### src/sv/acit_pkg.sv
package acit_pkg;

  localparam int DIVIDEND_W = 64;
  localparam int DIVISOR_W  = 32;
  localparam int STEP_W     = $clog2(DIVIDEND_W);

  localparam logic [STEP_W-1:0] LAST_STEP = STEP_W'(DIVIDEND_W - 1);

  localparam logic [1:0] CMD_CHECK = 2'd0;
  localparam logic [1:0] CMD_START = 2'd1;
  localparam logic [1:0] CMD_RESET = 2'd2;

  localparam logic [15:0] INTERVAL_RST = 16'd100;
  localparam logic [30:0] EST_MAX      = 31'h7FFF_FFFF;
  localparam logic [31:0] LEFT_MAX     = 32'h7FFF_FFFF;
  localparam logic [31:0] LEFT_MIN     = 32'h8000_0000;
  localparam logic [15:0] MISS_MAX     = 16'hFFFF;

  typedef enum logic [1:0] {
    ST_IDLE,
    ST_MUL,
    ST_DIV,
    ST_RES
  } state_t;

  typedef enum logic [1:0] {
    OP_LATE_EST,
    OP_LATE_LEFT,
    OP_EARLY
  } op_t;

endpackage

### src/sv/acit_div.sv
module acit_div (
  input  logic                           clk,
  input  logic                           rst_n,
  input  logic                           start,
  input  logic [acit_pkg::DIVIDEND_W-1:0] dividend,
  input  logic [acit_pkg::DIVISOR_W-1:0]  divisor,
  output logic                           done,
  output logic [acit_pkg::DIVIDEND_W-1:0] quotient
);
  import acit_pkg::*;

  logic                  busy_r;
  logic                  done_r;
  logic [STEP_W-1:0]     cnt_r;
  logic [DIVIDEND_W-1:0] quo_r;
  logic [DIVISOR_W-1:0]  rem_r;
  logic [DIVISOR_W-1:0]  dvs_r;

  logic [DIVISOR_W:0]    shifted;
  logic [DIVISOR_W+1:0]  trial;
  logic                  ge;

  assign shifted = {rem_r, quo_r[DIVIDEND_W-1]};
  assign trial   = {1'b0, shifted} - {2'b00, dvs_r};
  assign ge      = ~trial[DIVISOR_W+1];

  always_ff @(posedge clk) begin
    if (!rst_n) begin
      busy_r <= 1'b0;
      done_r <= 1'b0;
      cnt_r  <= '0;
    end else begin
      done_r <= 1'b0;
      if (start) begin
        busy_r <= 1'b1;
        cnt_r  <= '0;
      end else if (busy_r) begin
        cnt_r <= cnt_r + 1'b1;
        if (cnt_r == LAST_STEP) begin
          busy_r <= 1'b0;
          done_r <= 1'b1;
        end
      end
    end
  end

  always_ff @(posedge clk) begin
    if (start) begin
      quo_r <= dividend;
      rem_r <= '0;
      dvs_r <= divisor;
    end else if (busy_r) begin
      quo_r <= {quo_r[DIVIDEND_W-2:0], ge};
      rem_r <= ge ? trial[DIVISOR_W-1:0] : shifted[DIVISOR_W-1:0];
    end
  end

  assign done     = done_r;
  assign quotient = quo_r;

endmodule

### src/sv/adaptive_call_count_interval_timer_core.sv
// Start commands, checks that do not read the clock, and checks that read the clock
// but match exactly go straight from idle to the result state.
// Early and late checks rescale the estimate: each rescale uses the
// shared 64-step serial divider once (early) or twice (late). One request at a time.
// Reset (rst_n low, synchronous): interval 100, estimate 1, all counters zero.
module adaptive_call_count_interval_timer_core (
  input  logic        clk,
  input  logic        rst_n,
  input  logic        cfg_we,
  input  logic [15:0] cfg_wdata,
  input  logic        in_valid,
  output logic        in_stall,
  input  logic [1:0]  in_cmd,
  input  logic [31:0] in_now_msec,
  output logic        out_valid,
  input  logic        out_stall,
  output logic        out_expired,
  output logic [15:0] out_miss_count
);
  import acit_pkg::*;

  state_t      state_r, state_nxt;
  op_t         op_r, op_nxt;
  logic [15:0] interval_r;
  logic [31:0] calls_left_r, calls_left_nxt;
  logic [30:0] est_r, est_nxt;
  logic [31:0] period_r, period_nxt;
  logic [15:0] misses_r, misses_nxt;
  logic [31:0] mul_a_r, mul_a_nxt;
  logic [31:0] mul_b_r, mul_b_nxt;
  logic [31:0] dvs_r, dvs_nxt;
  logic [31:0] err_r, err_nxt;
  logic        res_exp_r, res_exp_nxt;
  logic        out_valid_r;
  logic        out_expired_r;
  logic [15:0] out_miss_r;

  logic [15:0] ivl;
  logic        accept;
  logic        load_out;
  logic        div_start;
  logic        div_done;
  logic [63:0] product;
  logic [63:0] quo;
  logic [31:0] cl_dec;
  logic [31:0] elapsed;
  logic [31:0] diff;
  logic [65:0] left_s;
  logic [63:0] cnt;
  logic [64:0] est_sum;

  assign ivl      = (interval_r == 16'd0) ? 16'd1 : interval_r;
  assign in_stall = (state_r != ST_IDLE);
  assign accept   = in_valid && !in_stall;
  assign load_out = (state_r == ST_RES) && (!out_valid_r || !out_stall);
  assign product  = {32'd0, mul_a_r} * {32'd0, mul_b_r};
  assign cl_dec   = (calls_left_r == LEFT_MIN) ? calls_left_r : calls_left_r - 32'd1;
  assign elapsed  = in_now_msec - period_r;
  assign diff     = elapsed - {16'd0, ivl};
  assign left_s   = {35'd0, est_r} - {2'b00, quo};
  assign cnt      = (quo != 64'd0) ? quo :
                    (est_r == 31'd0) ? 64'd1 : {32'd0, est_r, 1'b0};
  assign est_sum  = {1'b0, cnt} + {34'd0, est_r};

  acit_div u_div (
    .clk      (clk),
    .rst_n    (rst_n),
    .start    (div_start),
    .dividend (product),
    .divisor  (dvs_r),
    .done     (div_done),
    .quotient (quo)
  );

  always_ff @(posedge clk) begin
    if (!rst_n) begin
      state_r      <= ST_IDLE;
      op_r         <= OP_EARLY;
      interval_r   <= INTERVAL_RST;
      calls_left_r <= '0;
      est_r        <= 31'd1;
      period_r     <= '0;
      misses_r     <= '0;
      out_valid_r  <= 1'b0;
    end else begin
      state_r      <= state_nxt;
      op_r         <= op_nxt;
      calls_left_r <= calls_left_nxt;
      est_r        <= est_nxt;
      period_r     <= period_nxt;
      misses_r     <= misses_nxt;
      if (cfg_we) begin
        interval_r <= cfg_wdata;
      end
      if (load_out) begin
        out_valid_r <= 1'b1;
      end else if (!out_stall) begin
        out_valid_r <= 1'b0;
      end
    end
  end

  always_ff @(posedge clk) begin
    mul_a_r   <= mul_a_nxt;
    mul_b_r   <= mul_b_nxt;
    dvs_r     <= dvs_nxt;
    err_r     <= err_nxt;
    res_exp_r <= res_exp_nxt;
    if (load_out) begin
      out_expired_r <= res_exp_r;
      out_miss_r    <= misses_r;
    end
  end

  always_comb begin
    state_nxt      = state_r;
    op_nxt         = op_r;
    calls_left_nxt = calls_left_r;
    est_nxt        = est_r;
    period_nxt     = period_r;
    misses_nxt     = misses_r;
    mul_a_nxt      = mul_a_r;
    mul_b_nxt      = mul_b_r;
    dvs_nxt        = dvs_r;
    err_nxt        = err_r;
    res_exp_nxt    = res_exp_r;
    div_start      = 1'b0;

    unique case (state_r)
      ST_IDLE: begin
        if (accept) begin
          res_exp_nxt = 1'b0;
          state_nxt   = ST_RES;
          unique case (in_cmd)
            CMD_START: begin
              calls_left_nxt = {1'b0, est_r};
              period_nxt     = in_now_msec;
            end
            CMD_RESET: begin
              calls_left_nxt = '0;
              est_nxt        = 31'd1;
              period_nxt     = in_now_msec;
            end
            CMD_CHECK: begin
              calls_left_nxt = cl_dec;
              if (cl_dec[31]) begin
                if (diff == 32'd0) begin
                  calls_left_nxt = {1'b0, est_r};
                  period_nxt     = in_now_msec;
                  misses_nxt     = '0;
                  res_exp_nxt    = 1'b1;
                end else begin
                  if (misses_r != MISS_MAX) begin
                    misses_nxt = misses_r + 16'd1;
                  end
                  mul_a_nxt = {1'b0, est_r};
                  err_nxt   = diff;
                  state_nxt = ST_MUL;
                  if (!diff[31]) begin
                    op_nxt    = OP_LATE_EST;
                    mul_b_nxt = {16'd0, ivl};
                    dvs_nxt   = elapsed;
                  end else begin
                    op_nxt    = OP_EARLY;
                    mul_b_nxt = 32'd0 - diff;
                    dvs_nxt   = {16'd0, ivl};
                  end
                end
              end
            end
            default: begin
            end
          endcase
        end
      end
      ST_MUL: begin
        div_start = 1'b1;
        state_nxt = ST_DIV;
      end
      ST_DIV: begin
        if (div_done) begin
          unique case (op_r)
            OP_LATE_EST: begin
              est_nxt   = (quo[63:31] != 33'd0) ? EST_MAX : quo[30:0];
              mul_a_nxt = {1'b0, est_nxt};
              mul_b_nxt = err_r;
              dvs_nxt   = {16'd0, ivl};
              op_nxt    = OP_LATE_LEFT;
              state_nxt = ST_MUL;
            end
            OP_LATE_LEFT: begin
              if ((left_s[65:31] == '0) || (left_s[65:31] == '1)) begin
                calls_left_nxt = left_s[31:0];
              end else begin
                calls_left_nxt = LEFT_MIN;
              end
              period_nxt  = period_r + {16'd0, ivl};
              res_exp_nxt = 1'b1;
              state_nxt   = ST_RES;
            end
            OP_EARLY: begin
              est_nxt        = (est_sum[64:31] != 34'd0) ? EST_MAX : est_sum[30:0];
              calls_left_nxt = (cnt[63:31] != 33'd0) ? LEFT_MAX : cnt[31:0];
              res_exp_nxt    = 1'b0;
              state_nxt      = ST_RES;
            end
            default: begin
              state_nxt = ST_IDLE;
            end
          endcase
        end
      end
      ST_RES: begin
        if (load_out) begin
          state_nxt = ST_IDLE;
        end
      end
      default: begin
        state_nxt = ST_IDLE;
      end
    endcase
  end

  assign out_valid      = out_valid_r;
  assign out_expired    = out_expired_r;
  assign out_miss_count = out_miss_r;

endmodule

### config.mk
export PLATFORM = sky130hd
export DESIGN_NAME = adaptive_call_count_interval_timer_core
export DESIGN_NICKNAME = d
export VERILOG_FILES = /design/src/sv/acit_pkg.sv /design/src/sv/acit_div.sv /design/src/sv/adaptive_call_count_interval_timer_core.sv
export SDC_FILE = /design/constraint.sdc
export NUM_CORES = 2
export LEC_CHECK = 0
export BUFFER_PORTS_ARGS = -buffer_cell sky130_fd_sc_hd__buf_2
export CORE_MARGIN = 2
export CORE_UTILIZATION = 60
export DETAILED_ROUTE_END_ITERATION = 8
export PLACE_DENSITY = 0.79
export SLEW_MARGIN = 30
export SYNTH_ARGS = -nofsm -noshare
export SYNTH_HDL_FRONTEND = slang
export SYNTH_SLANG_ARGS = --single-unit
### constraint.sdc
create_clock -name clk -period 8.3 [get_ports clk]
set_input_delay 0.83 -clock clk [delete_from_list [all_inputs] [get_ports clk]]
set_output_delay 0.83 -clock clk [all_outputs]
set_load 0.01 [all_outputs]
==> flow_metrics.py <==
metrics = {
    "run_status": {
        "status": "completed",
    },
    "detailed_routing": {
        "drt_iter0_markers": 4656,
        "via_per_inst": 5.99,
        "firstDrtPassIters": 6,
        "antenna_left": 0,
        "drc": 0,
        "post_drt_wl_per_cell_um": 20.2,
        "via_count": 50700,
        "totalWireLength_mm": 171,
    },
    "critical_path": {
        "crit_end": "u_div.quotient[39]",
        "crit_cells": 29,
        "rrSetupSlack_ns": 0.13,
        "cp-end-kind": "flip-flop",
        "r2r_end": "u_div.quotient[39]",
        "path_buf_inv": 6,
        "cpMostUsedCell": "fa_1",
        "cp.required_ns": 8.64,
        "cp-start-kind": "flip-flop",
        "ff2ff_path_depth": 29,
        "crit_arrival_ns": 8.52,
        "timing.rr.start": "mul_b_r[12]",
        "max_stage_delay_ns": 0.65,
        "worst-setup-path-type": "flip-flop to flip-flop",
        "critPathTopFamily": "adder cells",
        "cp-startpoint": "mul_b_r[12]",
        "crit_fanout": 6,
        "crit_slowest_cell": "fa_1",
    },
    "clocking": {
        "cts.htree.levels": 2,
        "cts_tree": "built",
        "cts_root_buffer": "clkbuf_16",
        "cts_buffers": 46,
        "clock_sinks": 413,
        "insertion_delay_ns": 0.62,
        "cts.path.max_buffers": 3,
        "cts.reportedPaths.clkPinSlew_ns": 0.07,
    },
    "layout": {
        "nNetsFinal": 8425,
        "drive_gt1_frac": 0.0771,
        "layoutNonFillerInstCount": 8467,
        "diodes": 0,
        "area_delta_synth_final_pct": 8.23,
    },
    "grt": {
        "grt_pass1_wl_mm": 277,
        "overflow": 0,
        "grt_pass1_vias": 51600,
        "grt_max_degree": 88,
        "grt_antenna_before_repair": 6,
        "grt_usage": 0.324,
    },
    "floorplanning": {
        "core_sq_um": 102000,
        "die_h_um": 324,
        "start_util": 0.605,
        "die-area_sq_um": 105000,
        "rows": 117,
        "die_w_um": 324,
        "ioPinCount": 74,
    },
    "run": {
        "drv_cap": 0,
    },
    "sta": {
        "max_slew_margin": 0.325,
        "slew_violations": 0,
        "fin_crit_ns": 8.17,
        "clock.fmax_ghz": 0.122,
        "setup_viol": 0,
        "fin_skew_ns": 0.0274,
        "worst_pin_slew_ns": 1.00,
        "final.period_utilization": 0.985,
        "rsz0062_at_grt": "true",
        "finalHoldViolCount": 0,
    },
    "logic_synthesis": {
        "yosys.area.top_type_share": 0.284,
        "synth_edf_count": 241,
        "yosysTopAreaCell": "fa_1",
        "ys_ff_latch": 413,
        "synthDistinctLibCells": 107,
        "syn_inst": 7069,
        "synth_common_cells": "inv_1, nand2_1, fa_1",
        "synth.area.top_cells": "fa_1, edfxtp_1, ha_1, inv_1, and2_1",
        "synth-main-ff-cell": "edfxtp_1",
        "syn_area_sq_um": 61600,
        "seq_area_frac_synth": 0.173,
        "async_flop_share": 0,
        "synth_warnings": 0,
        "syn-num-nets": 8433,
        "yosysMostFrequentCell": "inv_1",
        "avgSynthCellArea_sq_um": 8.71,
    },
    "placement": {
        "hpwlAfterDp_mm": 136,
        "post-place-cells": 8359,
        "portBuffers": 73,
        "gp_congestion": 0.966,
    },
    "hold_path": {
        "worstHoldStart": "dvs_r[30]",
        "hold_class": "flip-flop to flip-flop",
    },
}
state kept, by name (all words and copies together) (netlist names), 6 cells and up:
| signal | count |
|---|---|
| u_div.cnt_r | 6 |
| err_r | 32 |
| est_r | 31 |
| dvs_r | 32 |
| u_div.dvs_r | 32 |
| mul_b_r | 32 |
| u_div.quotient | 64 |
| out_miss_count | 16 |
| mul_a_r | 31 |
| calls_left_r | 32 |
| period_r | 32 |
| misses_r | 16 |
| interval_r | 16 |
| u_div.rem_r | 32 |
per-stage QoR:
step	setup WS [ns]	setup TNS (ns)	utilization	cell area (sq um)	hold slack, ns
after global placement	-0.0892	-0.134	0.634	64500	0.401
final	0.126	0	0.655	66600	0.414
after CTS	0.00499	0	0.650	66100	0.409
after floorplan	0.547	0	-	61600	0.400
after global routing	-0.149	-1.03	0.655	66600	0.426
after detailed placement	-0.189	-0.898	0.634	64500	0.405
how the worst min path moves through the flow:
stage | end | slack [ns] | depth (start not counted)
CTS | interval_r[6] | 0.41 | 3
floorplan | out_expired | 0.40 | 0
finish | u_div.dvs_r[30] | 0.41 | 0
global route | u_div.dvs_r[30] | 0.43 | 0
detailed placement | u_div.dvs_r[17] | 0.40 | 0
global placement | u_div.dvs_r[29] | 0.40 | 0
cell type report:
type | instances | area [sq um]
Clock buffer | 61 | 1250
Timing Repair Buffer | 330 | 2900
Clock inverter | 25 | 365
Tap cell | 1368 | 1710
Fill cell | 8139 | 35100
Multi-Input combinational cell | 5262 | 45900
Inverter | 1008 | 3790
Sequential cell | 413 | 10700
cells in the final DEF, fill, tap and decap left out, types with 11 or more instances in the layout:
cell type	synthesis	routed
inv_1	1007	1000
nand2_1	880	879
fa_1	873	861
and2_1	589	587
ha_1	436	429
nor2_1	362	359
o21ai_0	353	343
a21oi_1	312	304
edfxtp_1	241	241
buf_4	2	198
dfxtp_1	172	171
xnor2_1	155	155
a21o_1	129	129
nor3_1	116	113
xor2_1	109	109
nand3_1	87	86
buf_2	24	75
a211oi_1	67	66
a31oi_1	64	60
nand4_1	58	58
o21a_1	52	52
clkbuf_16	0	49
o211ai_1	43	43
nor4_1	43	43
buf_12	0	42
or3_1	42	41
nand2b_1	42	40
mux2i_1	34	34
nor2b_1	32	32
and3_1	32	32
o21bai_1	29	29
o31ai_1	24	23
o21ai_1	11	19
a211o_1	17	17
or2_2	15	15
fa_2	0	12
o31a_1	11	11
clkbuf_1	347	11
buf_6	2	11
per-layer routing:
layer / wire length, um / part of all wire / global-route usage
met2: 79900 / 0.47 / 0.530
met4: 5030 / 0.029 / 0.0884
met5: 38 / 0.00022 / 0
met3: 14700 / 0.086 / 0.0432
met1: 71300 / 0.42 / 0.455
logic make-up after synthesis:
family                     after synthesis  synth area share
muxes                                   44           0.00760
xor gates and xnor gates               266            0.0381
AOI/OAI and AO/OA                     1293             0.136
and+or+nand+nor                       2350             0.187
buffers and inverters                 1394            0.0859
DFF                                    413             0.173
adders and majority gates             1309             0.372
repair_timing:
action	CTS	global route
hold buffers	0	0
gates resized for setup	10	73
setup endpoints to repair	11	21
buffers inserted	1	18
hold endpoints to repair	0	0
gates cloned	0	3
pin swaps	4	67
Power is left out: the tool's default activity adds up to more than one toggle a clock period on the data nets, which glitch-free logic cannot reach.
